--- config.mk ---
export PLATFORM = sky130hd
export DESIGN_NAME = padded_integer_formatter_top
export DESIGN_NICKNAME = d
export VERILOG_FILES = /design/src/rtl/pif_pkg.sv /design/src/rtl/pif_cell.sv /design/src/rtl/pif_ser.sv /design/src/rtl/padded_integer_formatter_top.sv
export SDC_FILE = /design/constraint.sdc
export NUM_CORES = 2
export LEC_CHECK = 0
export BUFFER_PORTS_ARGS = -buffer_cell sky130_fd_sc_hd__buf_2
export CAP_MARGIN = 10
export CORE_MARGIN = 3
export CORE_UTILIZATION = 40
export CTS_CLUSTER_SIZE = 25
export DETAILED_ROUTE_END_ITERATION = 12
export GPL_TIMING_DRIVEN = 0
export HOLD_SLACK_MARGIN = 0.05
export PLACE_DENSITY = 0.59
export SYNTH_ARGS = -nofsm -noshare
export SYNTH_HDL_FRONTEND = slang
export SYNTH_HIERARCHICAL = 1
export SYNTH_SLANG_ARGS = --single-unit
export TNS_END_PERCENT = 50
--- constraint.sdc ---
create_clock -name clk -period 154.8 [get_ports clk]
set_input_delay 7.74 -clock clk [delete_from_list [all_inputs] [get_ports clk]]
set_output_delay 7.74 -clock clk [all_outputs]
set_load 0.01 [all_outputs]
--- src/rtl/pif_pkg.sv ---
// Package for the padded integer formatter: item type, kind codes, ASCII constants
// and the small helper functions shared by the conversion cells and the serializer.
// No dependencies.
package pif_pkg;

  localparam int VALUE_W       = 32;          // bits of the argument
  localparam int NDIG          = 10;          // decimal digits of a 32-bit magnitude
  localparam int BCD_W         = NDIG * 4;    // digit register width
  localparam int KIND_W        = 2;
  localparam int WIDTH_W       = 6;
  localparam int CHAR_W        = 8;
  localparam int TXT_CNT_W     = 4;           // text is at most sign plus ten digits
  localparam int MAX_WIDTH_DEF = 32;

  // Conversion kinds
  localparam logic [KIND_W-1:0] KIND_DEC  = 2'd0;
  localparam logic [KIND_W-1:0] KIND_HEX  = 2'd1;
  localparam logic [KIND_W-1:0] KIND_CHR  = 2'd2;
  localparam logic [KIND_W-1:0] KIND_NONE = 2'd3;

  // ASCII
  localparam logic [CHAR_W-1:0] CH_ZERO    = 8'h30;
  localparam logic [CHAR_W-1:0] CH_NINE    = 8'h39;
  localparam logic [CHAR_W-1:0] CH_SPACE   = 8'h20;
  localparam logic [CHAR_W-1:0] CH_MINUS   = 8'h2D;
  localparam logic [CHAR_W-1:0] CH_HEX_GAP = 8'd7;   // distance from ':' to 'A'

  // One request on its way through the conversion row
  typedef struct packed {
    logic [KIND_W-1:0]  kind;
    logic               neg;     // decimal value was negative
    logic [WIDTH_W-1:0] width;
    logic               zpad;
    logic               left;
    logic [VALUE_W-1:0] bin;     // magnitude bits still to be shifted in, MSB first
    logic [BCD_W-1:0]   bcd;     // digits collected so far
  } pif_item_t;

  // Map one digit (0..15) to its uppercase ASCII character
  function automatic logic [CHAR_W-1:0] digit_char(input logic [3:0] d);
    logic [CHAR_W-1:0] c;
    c = CH_ZERO + {4'd0, d};
    if (c > CH_NINE) c = c + CH_HEX_GAP;
    return c;
  endfunction

  // Add three to every BCD digit of five or more before the next shift
  function automatic logic [BCD_W-1:0] dabble_adjust(input logic [BCD_W-1:0] b);
    logic [BCD_W-1:0] r;
    r = b;
    for (int i = 0; i < NDIG; i++) begin
      if (b[4*i +: 4] >= 4'd5) r[4*i +: 4] = b[4*i +: 4] + 4'd3;
    end
    return r;
  endfunction

endpackage

--- src/rtl/pif_cell.sv ---
// One conversion cell: shifts one magnitude bit into the digit register,
// with BCD correction for decimal requests. Depends on pif_pkg.
module pif_cell (
  input  logic                clk,
  input  logic                rst_n,
  input  logic                adv,
  input  logic                in_vld,
  input  pif_pkg::pif_item_t  in_item,
  output logic                out_vld,
  output pif_pkg::pif_item_t  out_item
);
  import pif_pkg::*;

  logic             vld_r;
  pif_item_t        item_r;
  pif_item_t        item_nxt;
  logic [BCD_W-1:0] adj;

  // Correct digits for decimal, then shift in the next magnitude bit
  always_comb begin
    adj               = (in_item.kind == KIND_DEC) ? dabble_adjust(in_item.bcd) : in_item.bcd;
    item_nxt          = in_item;
    item_nxt.bcd      = {adj[BCD_W-2:0], in_item.bin[VALUE_W-1]};
    item_nxt.bin      = {in_item.bin[VALUE_W-2:0], 1'b0};
  end

  // Advance the whole row together
  always_ff @(posedge clk) begin
    if (!rst_n) begin
      vld_r <= 1'b0;
    end else if (adv) begin
      vld_r <= in_vld;
    end
  end

  always_ff @(posedge clk) begin
    if (adv) begin
      item_r <= item_nxt;
    end
  end

  assign out_vld  = vld_r;
  assign out_item = item_r;

endmodule

--- src/rtl/pif_ser.sv ---
// Serializer: strips leading zeros, sizes the padding and sends the field through a
// registered output stage, one character per cycle while ready. Depends on pif_pkg.
module pif_ser #(
  parameter int MAX_WIDTH = pif_pkg::MAX_WIDTH_DEF
) (
  input  logic                        clk,
  input  logic                        rst_n,
  input  logic                        src_vld,
  input  pif_pkg::pif_item_t          src_item,
  output logic                        src_take,
  output logic                        out_tvalid,
  input  logic                        out_tready,
  output logic [pif_pkg::CHAR_W-1:0]  out_tdata,
  output logic                        out_tlast
);
  import pif_pkg::*;

  localparam int CNT_W = $clog2(MAX_WIDTH + 1);

  logic [CNT_W-1:0]     pad_cnt_r;
  logic [TXT_CNT_W-1:0] txt_cnt_r;
  logic                 neg_r;
  logic                 left_r;
  logic                 chr_r;
  logic [CHAR_W-1:0]    padc_r;
  logic [BCD_W-1:0]     dig_r;
  logic                 out_tvalid_r;
  logic [CHAR_W-1:0]    out_char_r;
  logic                 out_last_r;

  logic [CNT_W:0]       remain;
  logic                 busy, out_adv, emit, load, in_text;
  logic [CHAR_W-1:0]    emit_char;
  logic [3:0]           hi;
  logic [TXT_CNT_W-1:0] ld_txt;
  logic [CNT_W-1:0]     ld_len, ld_wsat, ld_pad;
  logic [BCD_W-1:0]     ld_dig;

  // Handshake between the row, the counters and the output stage
  always_comb begin
    remain   = {1'b0, pad_cnt_r} + (CNT_W+1)'(txt_cnt_r);
    busy     = (remain != '0);
    out_adv  = !out_tvalid_r || out_tready;
    emit     = busy && out_adv;
    src_take = !busy || ((remain == (CNT_W+1)'(1)) && out_adv);
    load     = src_take && src_vld;
  end

  // Size the text and left-align its first significant digit
  always_comb begin
    hi = '0;
    for (int i = 0; i < NDIG; i++) begin
      if (src_item.bcd[4*i +: 4] != 4'd0) hi = 4'(i);
    end
    if (src_item.kind == KIND_CHR) begin
      ld_txt = TXT_CNT_W'(1);
      ld_dig = {src_item.bcd[CHAR_W-1:0], {(BCD_W-CHAR_W){1'b0}}};
    end else begin
      ld_txt = hi + 4'd1 + {3'd0, src_item.neg};
      ld_dig = src_item.bcd << {(4'(NDIG-1) - hi), 2'b00};
    end
    if (src_item.kind == KIND_NONE) ld_txt = '0;
    ld_len = CNT_W'(ld_txt);
    if (32'(src_item.width) > 32'(MAX_WIDTH)) ld_wsat = CNT_W'(MAX_WIDTH);
    else ld_wsat = CNT_W'(src_item.width);
    ld_pad = (ld_wsat > ld_len && src_item.kind != KIND_NONE) ? ld_wsat - ld_len : '0;
  end

  // Pick the next character: padding or text, depending on justification
  always_comb begin
    in_text = left_r ? (txt_cnt_r != '0) : (pad_cnt_r == '0);
    if (!in_text)   emit_char = padc_r;
    else if (chr_r) emit_char = dig_r[BCD_W-1 -: CHAR_W];
    else if (neg_r) emit_char = CH_MINUS;
    else            emit_char = digit_char(dig_r[BCD_W-1 -: 4]);
  end

  // Load a new request or count down the current one
  always_ff @(posedge clk) begin
    if (!rst_n) begin
      pad_cnt_r <= '0;
      txt_cnt_r <= '0;
      neg_r     <= 1'b0;
    end else if (load) begin
      pad_cnt_r <= ld_pad;
      txt_cnt_r <= ld_txt;
      neg_r     <= src_item.neg;
    end else if (emit) begin
      if (in_text) begin
        txt_cnt_r <= txt_cnt_r - TXT_CNT_W'(1);
        neg_r     <= 1'b0;
      end else begin
        pad_cnt_r <= pad_cnt_r - CNT_W'(1);
      end
    end
  end

  // Text payload: shift out one digit after each digit sent
  always_ff @(posedge clk) begin
    if (load) begin
      dig_r  <= ld_dig;
      left_r <= src_item.left;
      chr_r  <= (src_item.kind == KIND_CHR);
      padc_r <= (src_item.zpad && !src_item.left) ? CH_ZERO : CH_SPACE;
    end else if (emit && in_text && !neg_r && !chr_r) begin
      dig_r  <= {dig_r[BCD_W-5:0], 4'd0};
    end
  end

  // Output register
  always_ff @(posedge clk) begin
    if (!rst_n) begin
      out_tvalid_r <= 1'b0;
    end else if (out_adv) begin
      out_tvalid_r <= emit;
    end
  end

  always_ff @(posedge clk) begin
    if (emit) begin
      out_char_r <= emit_char;
      out_last_r <= (remain == (CNT_W+1)'(1));
    end
  end

  assign out_tvalid = out_tvalid_r;
  assign out_tdata  = out_char_r;
  assign out_tlast  = out_last_r;

  // A pending sign is always followed by at least one digit
  a_sign_has_digit: assert property (@(posedge clk) disable iff (!rst_n)
    neg_r |-> (txt_cnt_r >= TXT_CNT_W'(2)))
    else $error("sign pending without a digit behind it");

  // Text never exceeds sign plus all digits
  a_txt_bound: assert property (@(posedge clk) disable iff (!rst_n)
    txt_cnt_r <= TXT_CNT_W'(NDIG + 1))
    else $error("text count out of range");

  // A field never runs past the widest allowed field or its text
  a_field_bound: assert property (@(posedge clk) disable iff (!rst_n)
    (32'(pad_cnt_r) + 32'(txt_cnt_r) <= 32'(MAX_WIDTH)) || (pad_cnt_r == '0))
    else $error("field longer than the maximum width");

  // A request is never taken while the current field has more than one character left
  a_no_overlap: assert property (@(posedge clk) disable iff (!rst_n)
    load |-> (remain <= (CNT_W+1)'(1)))
    else $error("new request loaded over an unfinished field");

endmodule

--- src/rtl/padded_integer_formatter_top.sv ---
// Top level of the padded integer formatter: entry logic, the row of conversion
// cells and the serializer. Depends on pif_pkg, pif_cell and pif_ser.
//
// Each request (signed decimal, uppercase hex or one character, with field width,
// zero-pad and left-justify flags) becomes a stream of ASCII characters, one per
// cycle while the receiver is ready, with tlast on the final one. The value passes a
// row of 32 conversion cells, one magnitude bit per cell, before the serializer.
// A field holds max(text length, width) characters, with width capped at MAX_WIDTH:
// 1 to 11 for unpadded text and up to MAX_WIDTH (32 by default) for a full field.
// A request of kind 3 produces nothing. Requests stream in back to back and wait
// in the cell row while a field is sent.
module padded_integer_formatter_top #(
  parameter int MAX_WIDTH = pif_pkg::MAX_WIDTH_DEF
) (
  input  logic                          clk,
  input  logic                          rst_n,
  // in_tdata: value[31:0], width[37:32], zero_pad[38], left_justify[39]
  input  logic                          in_tvalid,
  output logic                          in_tready,
  input  logic [39:0]                   in_tdata,
  // in_tuser: kind[1:0]
  input  logic [pif_pkg::KIND_W-1:0]    in_tuser,
  output logic                          out_tvalid,
  input  logic                          out_tready,
  // out_tdata: out_char[7:0]
  output logic [pif_pkg::CHAR_W-1:0]    out_tdata,
  output logic                          out_tlast
);
  import pif_pkg::*;

  logic               vld   [0:VALUE_W];
  pif_item_t          item  [0:VALUE_W];
  logic               adv;
  logic               take;
  logic [VALUE_W-1:0] value;
  logic               neg;

  // Unpack the request and take the magnitude of a negative decimal value
  always_comb begin
    value           = in_tdata[VALUE_W-1:0];
    neg             = (in_tuser == KIND_DEC) && value[VALUE_W-1];
    item[0].kind    = in_tuser;
    item[0].neg     = neg;
    item[0].width   = in_tdata[VALUE_W +: WIDTH_W];
    item[0].zpad    = in_tdata[VALUE_W + WIDTH_W];
    item[0].left    = in_tdata[VALUE_W + WIDTH_W + 1];
    item[0].bin     = neg ? (~value + VALUE_W'(1)) : value;
    item[0].bcd     = '0;
    vld[0]          = in_tvalid;
  end

  // Advance the row when its last cell is empty or the serializer takes it
  assign adv       = !vld[VALUE_W] || take;
  assign in_tready = adv;

  // Row of conversion cells
  for (genvar g = 0; g < VALUE_W; g++) begin : g_cell
    pif_cell u_cell (
      .clk      (clk),
      .rst_n    (rst_n),
      .adv      (adv),
      .in_vld   (vld[g]),
      .in_item  (item[g]),
      .out_vld  (vld[g+1]),
      .out_item (item[g+1])
    );
  end

  pif_ser #(
    .MAX_WIDTH (MAX_WIDTH)
  ) u_ser (
    .clk        (clk),
    .rst_n      (rst_n),
    .src_vld    (vld[VALUE_W]),
    .src_item   (item[VALUE_W]),
    .src_take   (take),
    .out_tvalid (out_tvalid),
    .out_tready (out_tready),
    .out_tdata  (out_tdata),
    .out_tlast  (out_tlast)
  );

endmodule

==> metrics <==
run status=finished, final reports clean; min-delay src=g_cell[9].u_cell/out_item[60]$_DFFE_PP_; pin count of the biggest net entering global routing=76; final period demand of the worst path=18.30 ns; number of synthesis warnings=6; H-tree lvl count=4; setup repair after global routing missed its margin=no; critical path startpoint=out_tready; Worst Tran Pin Value=0.939 ns; sequential cell area=0.0663 mm^2; final setup skew=0.0574 ns; Critical path destination=in_tready; critical path's most frequent cell=buf_16; peak supply drop=0.0101 mV; DRC=0; clock network latency to the later pin of the worst-skew pair=0.89 ns; relative area change from synthesis to final layout=12.7%; internal power=1.48 mW; endpoints failing setup=0; core area=0.275 mm^2; worst-path cell chain=buf_2, nor2b_1, a21oi_1, nand2b_4, buf_16, buf_16, buf_16, buf_16, buf_16, buf_2; count of endpoints failing hold in the final timing report=0; register-to-register setup slack=149.12 ns; post-CTS clock slew at the launch and capture registers of the worst setup and hold paths=0.06 ns; number of global-route vias before repair=62700; average cell area after synthesis=13.9 um^2; type of the most critical hold path=register to register; post-route setup TNS=0 ns; clock buffer count from CTS=245; # rows=192; maximum capacitance violations=0; final HPWL from detailed placement=137000 um; number of iterations in the first detailed-routing pass=5; total power after layout=2.18 mW; CP endpoint kind=primary output; global-route wire length before repair=312000 um; pwr dens=17.5 mW/mm^2; hold buffer count at CTS=0; layout cells sized above 1=14.0%; worst slack, placed=136.44 ns; type of origin of the critical path=primary input; Synth Instances=7973; Final #Nets=9155; share of total power in sequential cells=46.7%; number of placed instances, taps included=11900; count of final max-slew check failures=0; switching power of the nets=704 uW; Slowest-stage cell, CP=nand2b_4; static leakage=46.1 nW; required time of the worst setup path=147.06 ns; Overflow after GRT=0; number of ports placed on the die boundary=57; cell area after synthesis=0.111 mm^2; Setup WS post-layout=136.50 ns; data arrival time of the critical path=10.56 ns; Finished Layout Cells=12300; Chip Width=532 um; clock tree buffer depth=4; switching portion of total power=32.3%; Placer Congestion=0.830; overall via count from detail_route=60600; relative contribution of the clock network to total power=25.5%; fill cell total of the finished layout=24300; number of cells traversed by the worst register-to-register path=16; detailed-route wire length=190000 um; die footprint=0.283 mm^2; TritonCTS clock tree=built; starting utilization of the core area=40.3%; number of nets still failing antenna checks after routing=0; Cell Area, Placed=0.117 mm^2; Critical Path Fanout Max=64; reg-to-reg critical path startpoint=u_ser/pad_cnt_r[0]$_SDFFE_PN0P_; Crit Path Class=primary input to primary output; combined area of the multi-input logic cells=0.0402 mm^2; root buffer cell=clkbuf_16; number of antenna violations at the first check in global routing=1; via count normalized by instance count=4.91; combinational fraction of design power=27.8%; Achievable Freq=54.7 MHz; number of clock sinks seen by CTS=2224; # Post-CTS Setup Buffers=0; chip height=532 um; critical path's largest stage delay=0.50 ns; post-CTS sizing=0; tightest slew margin relative to the limit=37.4%; global-route total usage across every layer=13.3%; number of buffers added on ports=56; wire per inst=15.4 um; final instance area=0.125 mm^2; violation count after the first detailed-routing iteration=2837; final critical-path share of the clock period=11.8%; reg2reg end=g_cell[0].u_cell/out_item[23]$_DFFE_PP_
[worst max-delay path, delay by kind of cell]
kind	cells	cell delay, ns
AOI/OAI and AO/OA	1	0.15
buffers and inverters	7	1.89
and+or+nand+nor	2	0.55
[layout by cell type (no fill, tap or decap), types with 14 or more instances in the layout]
master / n
nor2b_1: 47
nor2_1: 679
inv_1: 950
buf_16: 35
bufinv_16: 16
a211oi_4: 320
nor2_2: 33
or2_4: 32
a21oi_1: 326
conb_1: 135
ha_1: 659
buf_2: 62
dfxtp_1: 44
nand3b_1: 320
buf_4: 33
clkbuf_1: 119
a22oi_1: 14
mux2i_1: 380
xnor2_1: 345
clkinv_2: 43
o21ai_0: 680
buf_12: 33
mux2_2: 298
o211ai_1: 292
clkinv_1: 56
edfxtp_1: 2180
xor2_1: 17
clkbuf_16: 252
nand2_1: 49
[power groups by stage]
| stage | clock [mW] | combinational (mW) | sequential, mW |
|---|---|---|---|
| 2_1_floorplan | 0 | 0.506 | 0.990 |
| 3_3_place_gp | 0 | 0.579 | 1.02 |
| 3_5_place_dp | 0 | 0.608 | 1.03 |
| 4_1_cts | 0.578 | 0.612 | 1.02 |
| 5_1_grt | 0.603 | 0.689 | 1.04 |
| 6_report | 0.556 | 0.607 | 1.02 |
[worst min path at each step]
stage | cells after the start | endpoint | slack, ns
2_1_floorplan | 0 | g_cell[10].u_cell/out_item[0]$_DFFE_PP_ | 0.40
3_3_place_gp | 0 | g_cell[18].u_cell/out_item[63]$_DFFE_PP_ | 0.40
3_5_place_dp | 0 | g_cell[10].u_cell/out_item[76]$_DFFE_PP_ | 0.40
4_1_cts | 0 | g_cell[12].u_cell/out_item[56]$_DFFE_PP_ | 0.40
5_1_grt | 0 | g_cell[12].u_cell/out_item[56]$_DFFE_PP_ | 0.40
6_report | 0 | g_cell[10].u_cell/out_item[61]$_DFFE_PP_ | 0.40
[final cells by class]
type                    instances  share of cell area [%]
clock buffers                 320                    5.26
diodes                          1                 0.00200
repair buffers                 94                    1.03
inverters                     952                    2.86
clock inverters               132                   0.884
well taps                    3686                    3.69
multi-input cells            4805                    32.2
plain buffers                 126                   0.916
flip-flops and latches       2224                    53.1
[metal layers]
metal  vias up  part of all wire (%)  GRT usage, %  wire length [um]
li1      29900                     -             -                 -
met5         -                     0             0                 0
met2       784                    55          26.2            105000
met3       462                   3.2          1.94              6050
met1     29500                    38          13.8             71500
met4         0                   4.0          5.47              7510
[state kept, by name, summed over array words and instances (netlist names), 4 cells and up]
| register | flops |
|---|---|
| g_cell.u_cell/out_item | 2128 |
| g_cell.u_cell/out_vld | 32 |
| u_ser/dig_r | 40 |
| u_ser/out_tdata | 8 |
| u_ser/pad_cnt_r | 6 |
| u_ser/txt_cnt_r | 4 |
[through the flow]
step / util (%) / hold slack, ns
floorplan: - / 0.400
global placement: 42.3 / 0.400
detailed placement: 42.7 / 0.405
CTS: 45.5 / 0.403
global route: 45.5 / 0.404
finish: 45.5 / 0.398
Power figures use the tool's default switching activity.
